`config.mk`:
```
export PLATFORM = sky130hd
export DESIGN_NAME = cbf_alu
export DESIGN_NICKNAME = d
export VERILOG_FILES = /design/src/design/cbf_pkg.sv /design/src/design/cbf_alu.sv
export SDC_FILE = /design/constraint.sdc
export NUM_CORES = 1
export LEC_CHECK = 0
export BUFFER_PORTS_ARGS = -buffer_cell sky130_fd_sc_hd__buf_2
export CORE_ASPECT_RATIO = 0.7
export CORE_MARGIN = 1
export CORE_UTILIZATION = 40
export DETAILED_ROUTE_END_ITERATION = 10
export PLACE_DENSITY = 0.82
export SLEW_MARGIN = 30
export SYNTH_ARGS = -nofsm -noshare
export SYNTH_HDL_FRONTEND = slang
export SYNTH_SLANG_ARGS = --single-unit
```
`constraint.sdc`:
```
create_clock -name vclk -period 2.77
set_input_delay 0.4155 -clock vclk [all_inputs]
set_output_delay 0.4155 -clock vclk [all_outputs]
set_load 0.02 [all_outputs]
```
`src/design/cbf_pkg.sv`:
```
// ----------------------------------------------------------------------------
// cbf_pkg: shared types and constants for the circular byte FIFO
// Holds the item structs, command codes, sequencer states and the request and
// response structs of the shared add/subtract unit.
// ----------------------------------------------------------------------------
package cbf_pkg;

    // Fixed field widths
    localparam int CNT_W   = 13;             // counts, lengths, depth register
    localparam int BYTE_W  = 8;
    localparam int CMD_W   = 3;
    localparam int BURST_W = 5;
    localparam int ALU_W   = CNT_W + 1;      // one spare bit carries the borrow
    localparam int CNT_MAX = (1 << CNT_W) - 1;

    // Package defaults for the top-level parameters
    localparam int DEPTH_DEF     = 4096;
    localparam int MAX_BURST_DEF = 16;

    // Command codes
    localparam logic [CMD_W-1:0] CMD_WRITE  = 3'd0;
    localparam logic [CMD_W-1:0] CMD_READ   = 3'd1;
    localparam logic [CMD_W-1:0] CMD_PEEK   = 3'd2;
    localparam logic [CMD_W-1:0] CMD_REWIND = 3'd3;
    localparam logic [CMD_W-1:0] CMD_FLUSH  = 3'd4;

    typedef struct packed {
        logic [CMD_W-1:0]   cmd;
        logic [BYTE_W-1:0]  data_byte;
        logic [BURST_W-1:0] burst_len;
        logic [CNT_W-1:0]   rewind_len;
    } t_in_item;

    typedef struct packed {
        logic [BYTE_W-1:0] out_byte;
        logic              byte_valid;
        logic              last;
        logic [CNT_W-1:0]  granted;
        logic [CNT_W-1:0]  fill_level;
    } t_out_item;

    // Shared adder request / response
    typedef struct packed {
        logic [ALU_W-1:0] a;
        logic [ALU_W-1:0] b;
        logic             sub;
    } t_alu_req;

    typedef struct packed {
        logic [ALU_W-1:0] y;
        logic             lt;    // a < b when sub is set
    } t_alu_rsp;

    typedef enum logic [3:0] {
        S_IDLE,
        S_WR_CHK,
        S_WR_MEM,
        S_WR_WRAP,
        S_WR_FILL,
        S_RD_LIM,
        S_RD_FILL,
        S_RD_ADDR,
        S_RD_WRAP,
        S_RW_FREE,
        S_RW_CHK,
        S_RW_SUB,
        S_RW_DIFF,
        S_RW_WRAP,
        S_RW_FILL,
        S_OUT
    } t_state;

endpackage

```
`src/design/cbf_alu.sv`:
```
// ----------------------------------------------------------------------------
// cbf_alu: shared add/subtract unit
// One adder that serves every pointer, fill and limit computation; the
// borrow of a subtraction doubles as the less-than compare.
// ----------------------------------------------------------------------------
module cbf_alu
    import cbf_pkg::*;
(
    input  t_alu_req i_req,
    output t_alu_rsp o_rsp
);

    logic [ALU_W-1:0] b_eff;

    assign b_eff   = i_req.sub ? ~i_req.b : i_req.b;
    assign o_rsp.y = i_req.a + b_eff + ALU_W'(i_req.sub);
    // operands are zero-extended by one bit, so the top bit is the borrow
    assign o_rsp.lt = i_req.sub & o_rsp.y[ALU_W-1];

endmodule

```
# After elaboration in Yosys (flattened, before gate mapping)
# Cells that the tools add are included.
# word_totals
ff_bits	0
in_bits	29
out_inout_bits	15
elab_cells	5
# op_classes
addsub	2
n_mux	1
n_bitwise	2
# ops
cell	count
14-bit by 1-bit adder with 14-bit output	1
14-bit adder	1
14-bit two-way mux	1
14-bit inverter	1
1-bit bitwise AND	1

# Depth between registers and ports, before layout
# Gate-level depths: netlist of run 1.
# logic_depth
word_depth	5
depth_mapped	10
depth_no_buf	8

# Worst setup path before layout of run 1
# No wires, ideal clock.
# synth_path
path_kind	in2out
start	in i_req[0] (netlist name)
end	out o_rsp[9] (netlist name)
arrival_ps	2409
required_ps	2355
path_slack_ps	-54
stages	9
path_buffers	2
path_cell_list	buf_2 buf_2 xor2_1 ha_1 a21o_1 a21oi_2 a21oi_2 or4_1 nand3_1
# synth_lines
item	line_no	source
start: declaration	cbf_alu.sv:9	input t_alu_req i_req,
end: declaration	cbf_alu.sv:10	output t_alu_rsp o_rsp

==> results.json, run 1 <==
{
  "status": "finished clean",
  "endpoint_kind": "output port",
  "syn2layout_area_growth_pct": 47.96,
  "fin_tns_setup_ns": 0,
  "hold_class": "in2out",
  "vias": 1047,
  "regArea_um2": 0,
  "n_sequential_cell": 0,
  "syn-instance-count": 115,
  "antenna_found_initial": 0,
  "cp_top_family": "buffers and inverters",
  "gp_congestion": 0.9024,
  "core_um2": 2190,
  "p_sw_w": 0.0003138,
  "internal-power_w": 0.0002479,
  "drt-total-wl_um": 2795,
  "start_util_pct": 43.49,
  "grt_max_degree": 13,
  "post-route-min-period_ns": 2.707,
  "diodes": 0,
  "pwr-share-seq_pct": 0,
  "finalHoldViolations": 0,
  "layout.nets": 221,
  "synth_xor_area_share_pct": 22.60,
  "fmax_ghz": 0.3695,
  "rsz0062_at_grt": "true",
  "die_h_um": 42.82,
  "drc": 0,
  "power_frac_clock_pct": 0,
  "layout_common_cells": "buf_2 (40), buf_4 (25), xor2_1 (18)",
  "criticalPathCategory": "in2out",
  "syn_avg_cell_area_um2": 8.280,
  "final.clkbuf_count": 0,
  "yosysSeqAreaShare_pct": 0,
  "synth_top_family_by_area": "compound AO/OA/AOI/OAI gates",
  "synth.distinct_cells": 37,
  "dp_hpwl_um": 2334,
  "crit_start": "i_req[0]",
  "cp.required_ns": 2.35,
  "setup_slack_ns": 0.06349,
  "total_power_w": 0.0005617,
  "synthAdderAreaFrac_pct": 20.50,
  "cts_hold_buf": 0,
  "drv_cap": 0,
  "cp_max_fo": 12,
  "die_area_um2": 2583,
  "final_common_cell": "buf_2",
  "tightest_slew_ns": 0.2734,
  "critPathSlowestCell": "ha_1",
  "grt_overflow": 0,
  "combPwrFrac_pct": 100.0,
  "dr.pass1.iters": 3,
  "synth_compound_area_share_pct": 29.70,
  "p_leak_nw": 0.6878,
  "cp_common_cell": "buf_4",
  "die_w_um": 60.32,
  "setup_viol_count_final": 0,
  "critPathLaunchType": "input pin",
  "dp_slack_ns": -0.1287,
  "wl_per_cell_um": 13.50,
  "fillerInstances": 192,
  "drt_iter0_drc": 18,
  "grt_pass1_vias": 1038,
  "path_depth": 11,
  "muxShareOfSynthArea_pct": 2.365,
  "ios": 44,
  "synth_area_um2": 952.2,
  "synth_fp_nets": 159,
  "grt_pass1_wl_um": 4326,
  "endpoint": "o_rsp[0]",
  "finalCritPeriodShare_pct": 97.71,
  "p_per_area_nw_per_um2": 398.7,
  "portBuffers": 44,
  "fp-row-count": 14,
  "cp.arrival_ns": 2.29,
  "synthSimpleGateAreaFrac_pct": 17.87,
  "crit_chain": "buf_6 -> buf_4 -> xor2_1 -> ha_1 -> nand4_4 -> nor3_2 -> o21ai_2 -> buf_4 -> a21oi_1 -> and3b_1 -> buf_2",
  "peakVddDrop_uv": 197.4,
  "cp.buffers_inverters": 4,
  "multi_input_area_um2": 950.9,
  "critPathMaxStageDelay_ns": 0.40,
  "slew_violations": 0,
  "grt.total_usage_pct": 21.68,
  "synth-warning-count": 0,
  "final_layout_size_suffix_gt1_share_pct": 52.57,
  "swShare_pct": 55.87,
  "vias_per_cell": 5.058,
  "ant_nets": 0,
  "max_slew_margin_pct": 81.58
}
-- metal layers --
layer / global-route usage [%] / wire (µm)
met3: 0.9146 / 94
met4: 2.791 / 0
met2: 41.98 / 1461
met1: 26.32 / 1239
met5: 0 / 0
-- cells in the mapped netlist (all sizes together) --
cell type,count,share of area (%)
and3,1,0.79
nor2,6,2.4
a21o,4,3.2
ha,14,18
a311o,1,1.1
o211ai,2,1.6
and3b,1,0.92
inv,5,2.0
or4,1,0.79
mux2i,1,2.4
nand4,4,3.9
xor2,18,17
nor3b,1,0.79
o22ai,1,2.1
nand3,3,1.6
nand2,10,4.5
xnor2,4,3.7
o21bai,1,0.79
a221oi,1,2.8
o41ai,1,1.7
a211oi,1,1.3
a21oi,16,11
fa,1,2.1
xnor3,1,2.4
nor3,2,1.6
nand2b,1,0.66
o21ai,7,4.1
buf,6,5.0
-- metrics by stage --
stage | area, µm² | instances | hold WS [ns] | util, %
after global routing | 1409 | 207 | 1.193 | 64.34
final | 1409 | 207 | 1.163 | 64.34
after global placement | 1328 | 206 | 1.157 | 60.63
after CTS | 1383 | 207 | 1.167 | 63.14
after floorplan | 959.7 | 115 | 0.9553 | -
after detailed placement | 1328 | 206 | 1.166 | 60.63
-- final cells by class --
type | instances | share of cell area (%)
inverter | 5 | 1.332
multi-input combinational | 104 | 67.50
tap | 32 | 2.842
timing repair buffer | 66 | 28.33
-- worst min path at each step --
stage | start | to | slack [ns] | depth (start not counted)
after floorplan | i_req[1] | o_rsp[1] | 0.96 | 1
after global placement | i_req[15] | o_rsp[1] | 1.16 | 3
after detailed placement | i_req[15] | o_rsp[1] | 1.17 | 3
after CTS | i_req[15] | o_rsp[1] | 1.17 | 3
after global routing | i_req[15] | o_rsp[1] | 1.19 | 3
final | i_req[15] | o_rsp[1] | 1.16 | 3
-- cell families after synthesis --
kind of cell	Yosys count
buffers and inverters	11
multiplexers	1
XOR/XNOR	23
adder cells (fa/ha/maj)	15
AO/OA/AOI/OAI	35
AND/OR/NAND/NOR	30
-- what timing repair did --
item | CTS | global route
buffers inserted | 1 | 0
pin swaps | 2 | 5
resized for setup | 9 | 8
cloned | 0 | 0
endpoints found under the setup margin | 7 | 6
-- power groups by stage --
stage          clock network (W)  registers, W  logic [W]
5_1_grt                        0             0   0.000608
3_5_place_dp                   0             0   0.000523
4_1_cts                        0             0   0.000550
6_report                       0             0   0.000562
3_3_place_gp                   0             0   0.000504
2_1_floorplan                  0             0   0.000358
No activity file was read; power rests on OpenSTA's default activity.
==> run 2, diff against run 1 <==
CORE_ASPECT_RATIO = 0.75   (was 0.7)
GPL_TIMING_DRIVEN = 1   (was default)
==> run 2 against run 1 <==
- final area shrank 0.27%
- sequential share of layout area unchanged
- critical endpoint is now o_rsp[9]
- via count is 1.3% lower
- clock-buffer cell count unchanged
- total power fell by 2.2%
- largest power group unchanged
- maximum frequency shrank 0.57%
- die area about the same
- core utilization increased by 1.9 points
- hold slack improved by 0.012 ns
- largest cell class unchanged
- first-iteration DRC count fell by 22%
- critical path depth down 1
==> results.json, run 2 (synthesis gave the netlist of run 1 again) <==
{
  "status": "finished clean",
  "cp.arrival_ns": 2.31,
  "start_util_pct": 44.92,
  "drt-total-wl_um": 2593,
  "internal-power_w": 0.0002454,
  "finalCritPeriodShare_pct": 98.26,
  "vias": 1033,
  "cp_top_family": "simple AND/OR/NAND/NOR gates",
  "dr.pass1.iters": 4,
  "place_area_um2": 1305,
  "hold_class": "in2out",
  "n_sequential_cell": 0,
  "syn2layout_area_growth_pct": 47.57,
  "cp_max_fo": 4,
  "setup_viol_count_final": 0,
  "max_slew_margin_pct": 80.92,
  "ant_nets": 0,
  "final_common_cell": "buf_2",
  "final.clkbuf_count": 0,
  "fp-row-count": 14,
  "grt_max_degree": 14,
  "slew_violations": 0,
  "critPathMaxStageDelay_ns": 0.42,
  "combPwrFrac_pct": 100.0,
  "dp_hpwl_um": 2108,
  "cp.buffers_inverters": 3,
  "fin_tns_setup_ns": 0,
  "whs_ns": 1.175,
  "fmax_ghz": 0.3674,
  "drv_cap": 0,
  "portBuffers": 44,
  "path_depth": 10,
  "stdcell_area_um2": 1405,
  "endpoint_kind": "output port",
  "cp.required_ns": 2.35,
  "criticalPathCategory": "in2out",
  "power_frac_clock_pct": 0,
  "regArea_um2": 0,
  "wl_per_cell_um": 12.65,
  "drt_iter0_drc": 14,
  "diodes": 0,
  "layout.nets": 219,
  "drc": 0,
  "tightest_slew_ns": 0.2831,
  "min_path_cells": 3,
  "hold_path_end": "o_rsp[1]",
  "pwr-share-seq_pct": 0,
  "final_layout_size_suffix_gt1_share_pct": 52.02,
  "fin_cells": 205,
  "die_area_um2": 2582,
  "die_h_um": 44.26,
  "swShare_pct": 55.33,
  "p_leak_nw": 0.6881,
  "gp_congestion": 0.9365,
  "rsz0062_at_grt": "true",
  "worstHoldStart": "i_req[15]",
  "critPathLaunchType": "input pin",
  "vias_per_cell": 5.039,
  "grt_pass1_wl_um": 4029,
  "grt_pass1_vias": 943,
  "antenna_found_initial": 0,
  "grt_overflow": 0,
  "finalHoldViolations": 0,
  "core_um2": 2120,
  "critPathSlowestCell": "or4_4",
  "p_per_area_nw_per_um2": 390.9,
  "ios": 44,
  "layout_common_cells": "buf_2 (41), buf_4 (21), xor2_1 (17)",
  "grt.total_usage_pct": 19.60,
  "p_sw_w": 0.0003039,
  "crit_chain": "buf_2 -> mux2i_4 -> inv_1 -> fa_2 -> a21o_1 -> nand4_4 -> a21oi_2 -> or4_4 -> nand3_2 -> buf_4",
  "die_w_um": 58.34,
  "dpl.cell_count": 203,
  "total_power_w": 0.0005493,
  "peakVddDrop_uv": 217.4,
  "cts_hold_buf": 0,
  "post-route-min-period_ns": 2.722
}
## run 2: metal layers
metal / GRT usage (%) / part of all wire (%)
met2: 39.54 / 53
met5: 0 / 0
met4: 2.381 / 0.69
met3: 0 / 3.8
met1: 24.17 / 43
## run 2: power groups by stage
stage	clock network [W]	registers (W)	logic [W]
finish	0	0	0.000549
global route	0	0	0.000594
CTS	0	0	0.000512
detailed placement	0	0	0.000506
global placement	0	0	0.000492
floorplan	0	0	0.000358
## run 2: worst max-delay path by stage
stage,start,to,slack [ns]
final,i_req[1],o_rsp[9],0.05
after global routing,i_req[1],o_rsp[9],-0.01
after CTS,i_req[1],o_rsp[9],0.0001
after detailed placement,i_req[0],o_rsp[14],-0.19
after global placement,i_req[0],o_rsp[9],-0.06
after floorplan,i_req[0],o_rsp[14],0.008
## run 2: tightest hold or removal path: cells and delay by family
kind	cells	cell delay [ns]
xor gates and xnor gates	1	0.07
buffers and inverters	2	0.27
## run 2: what timing repair did
| item | 4_1_cts | 5_1_grt |
|---|---|---|
| endpoints found under the setup margin | 6 | 6 |
| endpoints found under the hold margin | 0 | 0 |
| buffers inserted | 0 | 2 |
| gates resized for setup | 4 | 14 |
| pin swaps | 0 | 6 |
## run 2: final cells by class
class | instances | area (µm²)
multi-input cells | 104 | 957.2
repair buffers | 64 | 389.1
fillers | 187 | 714.4
well taps | 32 | 40.04
inverters | 5 | 18.77
## run 2: stage by stage
step                util, %  setup slack [ns]
finish                66.29           0.04808
global placement      61.57          -0.06194
floorplan                 -          0.008066
detailed placement    61.57           -0.1930
global route          66.29          -0.01134
CTS                   62.10         0.0001354
